**src/rtl/core/sfp_pkg.sv**
```systemverilog
package sfp_pkg;

  // Default payload buffer capacity in bytes
  localparam int BUF_SIZE_DEF = 63;

  localparam logic [7:0] HDR_DOLLAR = 8'h24;  // '$'
  localparam logic [7:0] HDR_M      = 8'h4D;  // 'M'
  localparam logic [7:0] HDR_ARROW  = 8'h3E;  // '>'

  typedef enum logic [2:0] {
    ST_IDLE   = 3'd0,
    ST_DOLLAR = 3'd1,
    ST_M      = 3'd2,
    ST_ARROW  = 3'd3,
    ST_SIZE   = 3'd4,
    ST_BODY   = 3'd5,
    ST_EMIT   = 3'd6
  } parse_state_t;

  // Controller -> datapath
  typedef struct packed {
    logic load_len;    // size byte accepted, frame opened
    logic load_cmd;    // command byte accepted
    logic store_byte;  // payload byte accepted
    logic rd_start;    // checksum good, fetch first payload byte
    logic out_load;    // load result into output register
  } sfp_cmd_t;

  // Datapath -> controller
  typedef struct packed {
    logic is_dollar;
    logic is_m;
    logic is_arrow;
    logic size_ok;
    logic body_more;
    logic csum_ok;
    logic emit_last;
    logic out_free;
  } sfp_status_t;

endpackage

```
**src/rtl/core/sfp_ram.sv**
```systemverilog
module sfp_ram #(
  parameter  int WIDTH = 8,
  parameter  int DEPTH = 64,
  localparam int AW    = (DEPTH > 1) ? $clog2(DEPTH) : 1
) (
  input  logic             clk,
  input  logic             wr_en,
  input  logic [AW-1:0]    wr_addr,
  input  logic [WIDTH-1:0] wr_data,
  input  logic             rd_en,
  input  logic [AW-1:0]    rd_addr,
  output logic [WIDTH-1:0] rd_data
);

  logic [WIDTH-1:0] mem_r [DEPTH];
  logic [WIDTH-1:0] rd_data_r;

  always_ff @(posedge clk) begin
    if (wr_en) begin
      mem_r[wr_addr] <= wr_data;
    end
    if (rd_en) begin
      rd_data_r <= mem_r[rd_addr];
    end
  end

  assign rd_data = rd_data_r;

endmodule

```
**src/rtl/core/sfp_ctrl.sv**
```systemverilog
module sfp_ctrl (
  input  logic                clk,
  input  logic                rst_n,
  input  logic                in_valid,
  output logic                in_stall,
  input  sfp_pkg::sfp_status_t sts,
  output sfp_pkg::sfp_cmd_t   cmd
);

  import sfp_pkg::*;

  parse_state_t state_r;
  parse_state_t state_nxt;
  logic         acc;

  always_ff @(posedge clk) begin
    if (!rst_n) begin
      state_r <= ST_IDLE;
    end else begin
      state_r <= state_nxt;
    end
  end

  always_comb begin
    state_nxt = state_r;
    cmd       = '0;
    in_stall  = 1'b0;
    acc       = in_valid;
    case (state_r)
      ST_DOLLAR: begin
        if (acc) state_nxt = sts.is_m ? ST_M : ST_IDLE;
      end
      ST_M: begin
        if (acc) state_nxt = sts.is_arrow ? ST_ARROW : ST_IDLE;
      end
      ST_ARROW: begin
        if (acc) begin
          if (sts.size_ok) begin
            cmd.load_len = 1'b1;
            state_nxt    = ST_SIZE;
          end else begin
            state_nxt = ST_IDLE;
          end
        end
      end
      ST_SIZE: begin
        if (acc) begin
          cmd.load_cmd = 1'b1;
          state_nxt    = ST_BODY;
        end
      end
      ST_BODY: begin
        if (acc) begin
          if (sts.body_more) begin
            cmd.store_byte = 1'b1;
          end else if (sts.csum_ok) begin
            cmd.rd_start = 1'b1;
            state_nxt    = ST_EMIT;
          end else begin
            state_nxt = ST_IDLE;
          end
        end
      end
      ST_EMIT: begin
        in_stall = 1'b1;
        acc      = 1'b0;
        if (sts.out_free) begin
          cmd.out_load = 1'b1;
          if (sts.emit_last) state_nxt = ST_IDLE;
        end
      end
      default: begin
        if (acc) state_nxt = sts.is_dollar ? ST_DOLLAR : ST_IDLE;
      end
    endcase
  end

endmodule

```
**src/rtl/core/sfp_dp.sv**
```systemverilog
module sfp_dp #(
  parameter int BUF_SIZE = sfp_pkg::BUF_SIZE_DEF
) (
  input  logic                 clk,
  input  logic                 rst_n,
  input  logic [7:0]           in_rx_byte,
  input  sfp_pkg::sfp_cmd_t    cmd,
  output sfp_pkg::sfp_status_t sts,
  output logic                 out_valid,
  input  logic                 out_stall,
  output logic [7:0]           out_command,
  output logic [5:0]           out_frame_size,
  output logic [5:0]           out_payload_index,
  output logic [7:0]           out_payload_byte,
  output logic                 out_has_data,
  output logic                 out_last
);

  import sfp_pkg::*;

  localparam int AW = (BUF_SIZE > 1) ? $clog2(BUF_SIZE) : 1;

  logic [5:0] len_r;
  logic [5:0] off_r;
  logic [7:0] csum_r;
  logic [7:0] cmd_byte_r;

  logic       ov_r;
  logic [7:0] o_cmd_r;
  logic [5:0] o_size_r;
  logic [5:0] o_idx_r;
  logic [7:0] o_byte_r;
  logic       o_has_r;
  logic       o_last_r;

  logic [5:0] off_inc;
  logic       has_data;
  logic       rd_en;
  logic [AW-1:0] rd_addr;
  logic [7:0] rd_data;

  assign off_inc  = off_r + 6'd1;
  assign has_data = (len_r != 6'd0);

  assign sts.is_dollar = (in_rx_byte == HDR_DOLLAR);
  assign sts.is_m      = (in_rx_byte == HDR_M);
  assign sts.is_arrow  = (in_rx_byte == HDR_ARROW);
  assign sts.size_ok   = (in_rx_byte <= 8'(BUF_SIZE));
  assign sts.body_more = (off_r < len_r);
  assign sts.csum_ok   = (csum_r == in_rx_byte);
  assign sts.emit_last = !has_data || (off_inc == len_r);
  assign sts.out_free  = !ov_r || !out_stall;

  // Prefetch: first byte on checksum match, next byte on each result load but the last
  assign rd_en   = cmd.rd_start || (cmd.out_load && !sts.emit_last);
  assign rd_addr = cmd.rd_start ? '0 : off_inc[AW-1:0];

  sfp_ram #(
    .WIDTH (8),
    .DEPTH (BUF_SIZE)
  ) u_store (
    .clk     (clk),
    .wr_en   (cmd.store_byte),
    .wr_addr (off_r[AW-1:0]),
    .wr_data (in_rx_byte),
    .rd_en   (rd_en),
    .rd_addr (rd_addr),
    .rd_data (rd_data)
  );

  always_ff @(posedge clk) begin
    if (!rst_n) begin
      len_r      <= '0;
      off_r      <= '0;
      csum_r     <= '0;
      cmd_byte_r <= '0;
    end else begin
      if (cmd.load_len) begin
        len_r  <= in_rx_byte[5:0];
        off_r  <= '0;
        csum_r <= in_rx_byte;
      end
      if (cmd.load_cmd) begin
        cmd_byte_r <= in_rx_byte;
        csum_r     <= csum_r ^ in_rx_byte;
      end
      if (cmd.store_byte) begin
        csum_r <= csum_r ^ in_rx_byte;
        off_r  <= off_inc;
      end
      if (cmd.rd_start) begin
        off_r <= '0;
      end
      if (cmd.out_load && !sts.emit_last) begin
        off_r <= off_inc;
      end
    end
  end

  always_ff @(posedge clk) begin
    if (!rst_n) begin
      ov_r <= 1'b0;
    end else if (cmd.out_load) begin
      ov_r <= 1'b1;
    end else if (!out_stall) begin
      ov_r <= 1'b0;
    end
  end

  always_ff @(posedge clk) begin
    if (cmd.out_load) begin
      o_cmd_r  <= cmd_byte_r;
      o_size_r <= len_r;
      o_idx_r  <= off_r;
      o_byte_r <= has_data ? rd_data : 8'd0;
      o_has_r  <= has_data;
      o_last_r <= sts.emit_last;
    end
  end

  assign out_valid         = ov_r;
  assign out_command       = o_cmd_r;
  assign out_frame_size    = o_size_r;
  assign out_payload_index = o_idx_r;
  assign out_payload_byte  = o_byte_r;
  assign out_has_data      = o_has_r;
  assign out_last          = o_last_r;

endmodule

```
**src/rtl/core/serial_frame_parser.sv**
```systemverilog
// Serial frame parser: hunts a received byte stream for frames of the form
//   '$' 'M' '>' size command payload[size] checksum
// Input channel: one byte per transfer on in_rx_byte (in_valid / in_stall).
// A byte is taken every cycle while the parser is hunting or receiving.
// Output channel: one transfer per payload byte of a frame whose checksum
// (XOR of size, command and payload) matches; one data-less transfer with
// out_last set for an empty frame. Bad checksum, oversized frame or a wrong
// header byte drop silently back to hunting (no resync on the wrong byte).
// After the checksum transfer the first payload byte is read from the RAM,
// then the output register loads it in ST_EMIT. Emission runs at one result
// per cycle while the output is not stalled (registered read, next byte
// prefetched as each result but the last loads); in_stall stays high meanwhile.
// Stall on the output freezes the output register and the emission; the
// input stays stalled until the final result of the frame is loaded.
// Reset (rst_n low, synchronous) returns the parser to hunting and empties
// the output register; payload RAM contents are not cleared.
module serial_frame_parser #(
  parameter int BUF_SIZE = sfp_pkg::BUF_SIZE_DEF
) (
  input  logic       clk,
  input  logic       rst_n,
  input  logic       in_valid,
  output logic       in_stall,
  input  logic [7:0] in_rx_byte,
  output logic       out_valid,
  input  logic       out_stall,
  output logic [7:0] out_command,
  output logic [5:0] out_frame_size,
  output logic [5:0] out_payload_index,
  output logic [7:0] out_payload_byte,
  output logic       out_has_data,
  output logic       out_last
);

  import sfp_pkg::*;

  sfp_cmd_t    cmd;
  sfp_status_t sts;

  // Header matching, frame sequencing and emission control
  sfp_ctrl u_ctrl (
    .clk      (clk),
    .rst_n    (rst_n),
    .in_valid (in_valid),
    .in_stall (in_stall),
    .sts      (sts),
    .cmd      (cmd)
  );

  // Length/offset/checksum registers, payload RAM and output register
  sfp_dp #(
    .BUF_SIZE (BUF_SIZE)
  ) u_dp (
    .clk               (clk),
    .rst_n             (rst_n),
    .in_rx_byte        (in_rx_byte),
    .cmd               (cmd),
    .sts               (sts),
    .out_valid         (out_valid),
    .out_stall         (out_stall),
    .out_command       (out_command),
    .out_frame_size    (out_frame_size),
    .out_payload_index (out_payload_index),
    .out_payload_byte  (out_payload_byte),
    .out_has_data      (out_has_data),
    .out_last          (out_last)
  );

endmodule
```
**config.mk**
```make
export PLATFORM = sky130hd
export DESIGN_NAME = serial_frame_parser
export DESIGN_NICKNAME = d
export VERILOG_FILES = /design/src/rtl/core/sfp_pkg.sv /design/src/rtl/core/sfp_ram.sv /design/src/rtl/core/sfp_ctrl.sv /design/src/rtl/core/sfp_dp.sv /design/src/rtl/core/serial_frame_parser.sv
export SDC_FILE = /design/constraint.sdc
export NUM_CORES = 1
export LEC_CHECK = 0
export ABC_AREA = 0
export BUFFER_PORTS_ARGS = -buffer_cell sky130_fd_sc_hd__buf_2
export CAP_MARGIN = 25
export CORE_ASPECT_RATIO = 0.7
export CORE_UTILIZATION = 40
export CTS_CLUSTER_SIZE = 16
export DETAILED_ROUTE_END_ITERATION = 8
export PLACE_DENSITY = 0.65
export SLEW_MARGIN = 40
export SYNTH_ARGS = -nofsm -noshare
export SYNTH_HDL_FRONTEND = slang
export SYNTH_HIERARCHICAL = 1
export SYNTH_SLANG_ARGS = --single-unit
```
**constraint.sdc**
```tcl
create_clock -name clk -period 4.45 [get_ports clk]
set_clock_uncertainty 0.2 [all_clocks]
set_input_delay 0.445 -clock clk [delete_from_list [all_inputs] [get_ports clk]]
set_output_delay 0.445 -clock clk [all_outputs]
set_load 0.02 [all_outputs]
```
==> results.md, run 1 <==
* Reg power frac at 55.2%
* Initial core utilization at 40.9%
* GRT Total Usage at 19.6%
* DRC violations left at 0
* Sw Pwr at 2.10 mW
* Sequential fraction of the synthesis area at 74.2%
* Unrepaired setup endpoints after global routing: true
* Final net count at 1403
* Share of cells above drive strength 1 at 27.5%
* Core footprint at 0.0558 sq mm
* Syn avg cell area at 18.6 sq um
* Drt via density at 5.67
* CP arrival at 4.24 ns
* Switching Fraction at 19.6%
* Post-layout util at 47.5%
* Global-route wire length before repair at 82800 um
* Final WL at 56000 um
* VDD IR-drop max at 0.000358 V
* Layout Cells excl Fill at 2169
* Slew of the pin with the lowest slew margin at 0.860 ns
* CP bufs+invs at 2
* H-tree levels at 2
* Die Span Y at 202 um
* Total congestion overflow at 0
* Slew margin rel. at 42.5%
* Chip width at 287 um
* Hold Fails Final Rpt at 0
* Mapped Area at 0.0228 sq mm
* Dpl hpwl at 36500 um
* TritonCTS clock tree: yes
* P&R area growth vs syn at 16.3%
* Crit path cell chain: inv_1 -> ha_1 -> nor2b_1 -> o21a_1 -> o21a_1 -> o21ai_0 -> nand2b_1 -> a21oi_1 -> buf_4 -> nand2_1 -> nor2_1 -> nand3_1 -> nor2_1
* Largest net degree at the start of global routing at 71
* GP Congestion at 0.884
* Crit path required time at 4.45 ns
* Clk_lat worst skew at 0.59 ns
* Type of the most critical hold path: reg -> reg
* Slowest cell on crit path: nor2_1
* First-pass detailed-route iteration total at 5
* Setup-failing EPs final at 0
* Run status: complete, no violations
* Initial antenna violation count at 1
* Post-Syn Nets at 1243
* Clk slew on worst S/H paths at 0.06 ns
* Crit end category: flop
* Flops & latches, synth at 574
* Synth Warn # at 6
* Final ANT Viol Nets at 0
* Final Max Slew Viols at 0
* CP max FO at 8
* LEAKAGE at 8.53 nW
* Inserted Clock Buffers at 52
* Routed vias at 12300
* Vias in the first global route at 12000
* CTS Sinks at 574
* Commonest non-fill, non-tap cells in the layout: edfxtp_1 (542), buf_4 (115), mux4_2 (115)
* CP Launch Type: flop
* Placed cells at 2067
* Slowest cell delay on critical path at 0.90 ns
* Tot Pwr at 10.7 mW
* Port bufs at 43
* Final worst-path cycle share at 95.2%
* Cells after Synth at 1224
* IO Count at 44
* Int Power at 8.61 mW
* Crit-path leading delay family: simple AND/OR/NAND/NOR gates
* PwrDens at 404 mW/mm^2
* Max Freq at 236 MHz
* Most common cell after layout, fill and taps aside: edfxtp_1
* Tmin final at 4.24 ns
* CTS Buffer Depth at 3
* Cell row count at 72
* Post-place setup slack at 0.191 ns
* DR iter-0 viols at 1237
* Post-route setup TNS at 0 ns
* Clk pwr share at 43.2%
* WS Path Type: reg -> reg
* Total die area at 0.0579 sq mm
* Post-detailed-route wirelength per cell at 25.8 um
* Combinational power share at 1.6%
* Fillers at 4586
* Post-synth top flop: edfxtp_1
* CTS root buf: clkbuf_16
* Post-synth EDFFs at 542
* Synth cell types at 66
* Final WS setup at 0.214 ns
* Asr flop ratio synth at 0%
* Max-cap violation count at 0
layout make-up:
type / count / area, sq um / area share [%]
Sequential cell: 574 / 16900 / 63.8
Multi-Input combinational cell: 574 / 5540 / 20.9
Clock buffer: 65 / 1380 / 5.21
Timing Repair Buffer: 172 / 1330 / 5.03
Tap cell: 740 / 926 / 3.49
Clock inverter: 33 / 372 / 1.40
Inverter: 10 / 37.5 / 0.142
Antenna cell: 1 / 2.50 / 0.00944
kinds of logic (layout without fill, tap and decap cells):
kind of cell / count (synthesis) / count (layout) / share of synthesized area [%]
AOI/OAI and AO/OA: 125 / 125 / 3.83
xor gates and xnor gates: 19 / 19 / 0.791
adders and majority gates: 7 / 7 / 0.384
buffers and inverters: 76 / 280 / 1.68
DFF: 574 / 574 / 74.2
muxes: 163 / 163 / 13.6
other: 0 / 1 / 0
and+or+nand+nor: 260 / 260 / 5.50
per-stage QoR:
step                      area (sq um)  hold WS [ns]
after floorplan                  22800         0.208
after global placement           24700         0.217
after detailed placement         24700         0.222
after CTS                        26500         0.231
after global routing             26500         0.240
final                            26500         0.234
flip-flops by register name, indices dropped and copies added (netlist names):
signal                  flops
u_dp/out_command            8
u_dp/u_store/mem_r        504
u_dp/out_payload_byte       8
u_dp/out_last               1
u_dp/csum_r                 8
u_dp/out_has_data           1
u_ctrl/state_r              3
u_dp/len_r                  6
u_dp/out_payload_index      6
u_dp/cmd_byte_r             8
u_dp/out_valid              1
u_dp/off_r                  6
u_dp/out_frame_size         6
u_dp/u_store/rd_data        8
per-layer routing:
layer	global-route usage, %	up-vias	wire length (um)
li1	-	5263	-
met1	30.6	6431	25600
met2	26.0	539	23000
met3	6.97	64	6390
met4	3.29	2	758
met5	2.42	-	198
final timing paths:
path / from / end / slack, ns / depth (start not counted)
min reg2reg: u_dp/cmd_byte_r[0] / u_dp/out_command[0] / 0.23 / 0
min: u_dp/cmd_byte_r[0] / u_dp/out_command[0] / 0.23 / 0
max reg2reg: u_dp/len_r[1] / u_dp/u_store/mem_r[50][4] / 0.21 / 13
max: u_dp/len_r[1] / u_dp/u_store/mem_r[50][4] / 0.21 / 13
synthesized netlist by cell type (all sizes together) (12+ instances only):
cell type  count  area, sq um
dfxtp         32          641
nor2         105          402
mux4         115         2590
a22oi         14          105
and2          13         83.8
nor3          18         90.1
nand2         39          146
clkbuf        40          150
o21ai         24          120
mux2i         42          433
nand3         29          150
a21oi         25          129
buf           26          195
a22o          12          105
xnor2         15          131
nor2b         14         87.6
edfxtp       542        16300
power groups by stage:
stage                     logic, mW  registers (mW)  clock network, mW
after floorplan              0.0389            6.03                  0
after global placement        0.160            6.03                  0
after detailed placement      0.166            6.03                  0
after CTS                     0.167            5.91               4.72
after global routing          0.181            5.91               4.93
final                         0.167            5.91               4.63
timing repair:
action	CTS	global route
hold buffers	3	0
gates resized for setup	0	4
buffers inserted	0	0
endpoints found under the setup margin	0	10
endpoints found under the hold margin	4	0
No activity file was read; power rests on OpenSTA's default activity.
==> run 2: changes to the inputs <==
--- a/config.mk
+++ b/config.mk
@@ -12,8 +12,6 @@
 export CORE_UTILIZATION = 40
 export CTS_CLUSTER_SIZE = 16
 export DETAILED_ROUTE_END_ITERATION = 8
-export PLACE_DENSITY = 0.65
-export SLEW_MARGIN = 40
 export SYNTH_ARGS = -nofsm -noshare
 export SYNTH_HDL_FRONTEND = slang
 export SYNTH_HIERARCHICAL = 1
==> constraint.sdc (replaced) <==
create_clock -name clk -period 4.45 [get_ports clk]
set_clock_uncertainty 0.2 [all_clocks]
set_input_delay 0.89 -clock clk [delete_from_list [all_inputs] [get_ports clk]]
set_output_delay 0.89 -clock clk [all_outputs]
set_load 0.02 [all_outputs]
==> results.md, run 2 (synthesis gave the netlist of run 1 again) <==
* Run status: complete, no violations
* Share of cells above drive strength 1 at 29.8%
* Final net count at 1455
* Reg area at 0.0169 sq mm
* Type of the most critical hold path: reg -> reg
* CTS Sinks at 574
* P&R area growth vs syn at 17.5%
* Global-route wire length before repair at 85700 um
* Final Cell Area at 0.0268 sq mm
* Final ANT Viol Nets at 0
* Clk_lat worst skew at 0.59 ns
* Reg2reg setup slack at 0.11 ns
* Initial core utilization at 40.9%
* GP Congestion at 0.904
* Max reg flops at 504
* Inserted Clock Buffers at 52
* Core footprint at 0.0558 sq mm
* Max-cap violation count at 0
* CP Launch Type: flop
* Final worst-path cycle share at 97.5%
* Unrepaired setup endpoints after global routing: false
* Largest net degree at the start of global routing at 67
* Clk slew on worst S/H paths at 0.07 ns
* Tot Pwr at 10.4 mW
* Crit end category: flop
* WS Path Type: reg -> reg
* CTS root buf: clkbuf_16
* Crit path required time at 4.58 ns
* Final Max Slew Viols at 0
* Slew of the pin with the lowest slew margin at 1.14 ns
* Multi-input logic area at 0.00554 sq mm
* TritonCTS clock tree: yes
* PwrDens at 387 mW/mm^2
* Drt via density at 5.64
* Tmin final at 4.34 ns
* Post-route setup TNS at 0 ns
* Cts hold-fix bufs at 0
* Total die area at 0.0579 sq mm
* Die Span Y at 202 um
* LEAKAGE at 8.74 nW
* Layout Cells excl Fill at 2217
* First-pass detailed-route iteration total at 5
* Port bufs at 43
* CTS Buffer Depth at 3
* Cell row count at 72
* Fillers at 4647
* VDD IR-drop max at 0.000305 V
* Post-detailed-route wirelength per cell at 26.7 um
* Placed Area at 0.0250 sq mm
* Chip width at 287 um
* Biggest register: u_dp/u_store/mem_r
* Final WL at 59200 um
* GRT Total Usage at 20.6%
* H-tree levels at 2
* IO Count at 44
* CP max FO at 30
* Slew margin rel. at 23.7%
* Most common cell after layout, fill and taps aside: edfxtp_1
* Hold Fails Final Rpt at 0
* Routed vias at 12500
* CP arrival at 4.47 ns
* Setup-failing EPs final at 0
* Total congestion overflow at 0
* Placed cells at 2111
* Commonest non-fill, non-tap cells in the layout: edfxtp_1 (542), buf_4 (166), mux4_2 (115)
* Vias in the first global route at 12200
* DRC violations left at 0
* Max Freq at 230 MHz
* DR iter-0 viols at 1380
* Worst Hold Margin at 0.234 ns
* Dpl hpwl at 38600 um
* Initial antenna violation count at 3
run 2: changes by cell type in the layout (fill, tap and decap cells not counted), sizes merged:
cell and delta:
buf +55, bufinv -5, clkinv +4, inv -3, dlygate4sd3 -3
run 2: final cells by class:
class                      count  share of cell area [%]
sequential                   574                    63.2
multi-input combinational    574                    20.7
timing repair buffer         224                    6.59
clock buffer                  65                    5.12
tap                          740                    3.46
clock inverter                29                   0.794
inverter                      10                   0.140
antenna                        1                 0.00935
run 2: routing by layer:
metal	GRT usage, %	part of all wire [%]	vias to the layer above
li1	-	-	5367
met5	0	0	-
met2	27.6	41	595
met4	3.78	1.5	0
met3	7.91	12	64
met1	31.6	45	6468
run 2: report_power, final:
group	switching [mW]	internal, mW
clock network	1.94	2.35
logic	0.142	0.0336
registers	0.00765	5.90
run 2: final timing paths:
check	cells past startpoint	from	endpoint
worst min register to register	0	u_dp/cmd_byte_r[4]	u_dp/out_command[4]
worst max-delay path	17	u_dp/len_r[1]	u_dp/u_store/rd_data[3]
worst max register to register	17	u_dp/len_r[1]	u_dp/u_store/rd_data[3]
worst min-delay path	0	u_dp/cmd_byte_r[4]	u_dp/out_command[4]
run 2: per-stage QoR:
step                      setup slack [ns]  utilization [%]
after floorplan                      0.415                -
after global placement              -0.498             44.9
after detailed placement            -0.446             44.9
after CTS                           0.0155             47.9
after global routing               0.00436             48.0
final                                0.110             48.0
run 2: what timing repair did:
action | 4_1_cts | 5_1_grt
resized for setup | 2 | 5
buffers inserted | 10 | 0
pin swaps | 2 | 0
gates cloned | 0 | 1
setup endpoints to repair | 8 | 8
run 2: critical path: stages, from the launching register on:
cell      delay, ns
dfxtp_1        0.34
inv_1          0.05
ha_1           0.27
nor2b_1        0.13
o21a_1         0.17
o21a_1         0.16
o21ai_0        0.17
nand2b_1       0.10
a21oi_2        0.23
nor4b_2        0.08
buf_4          0.15
buf_4          0.16
nor2_4         0.37
buf_12         0.27
mux4_2         0.37
mux4_2         0.53
nor2_1         0.24
nor3_1         0.09
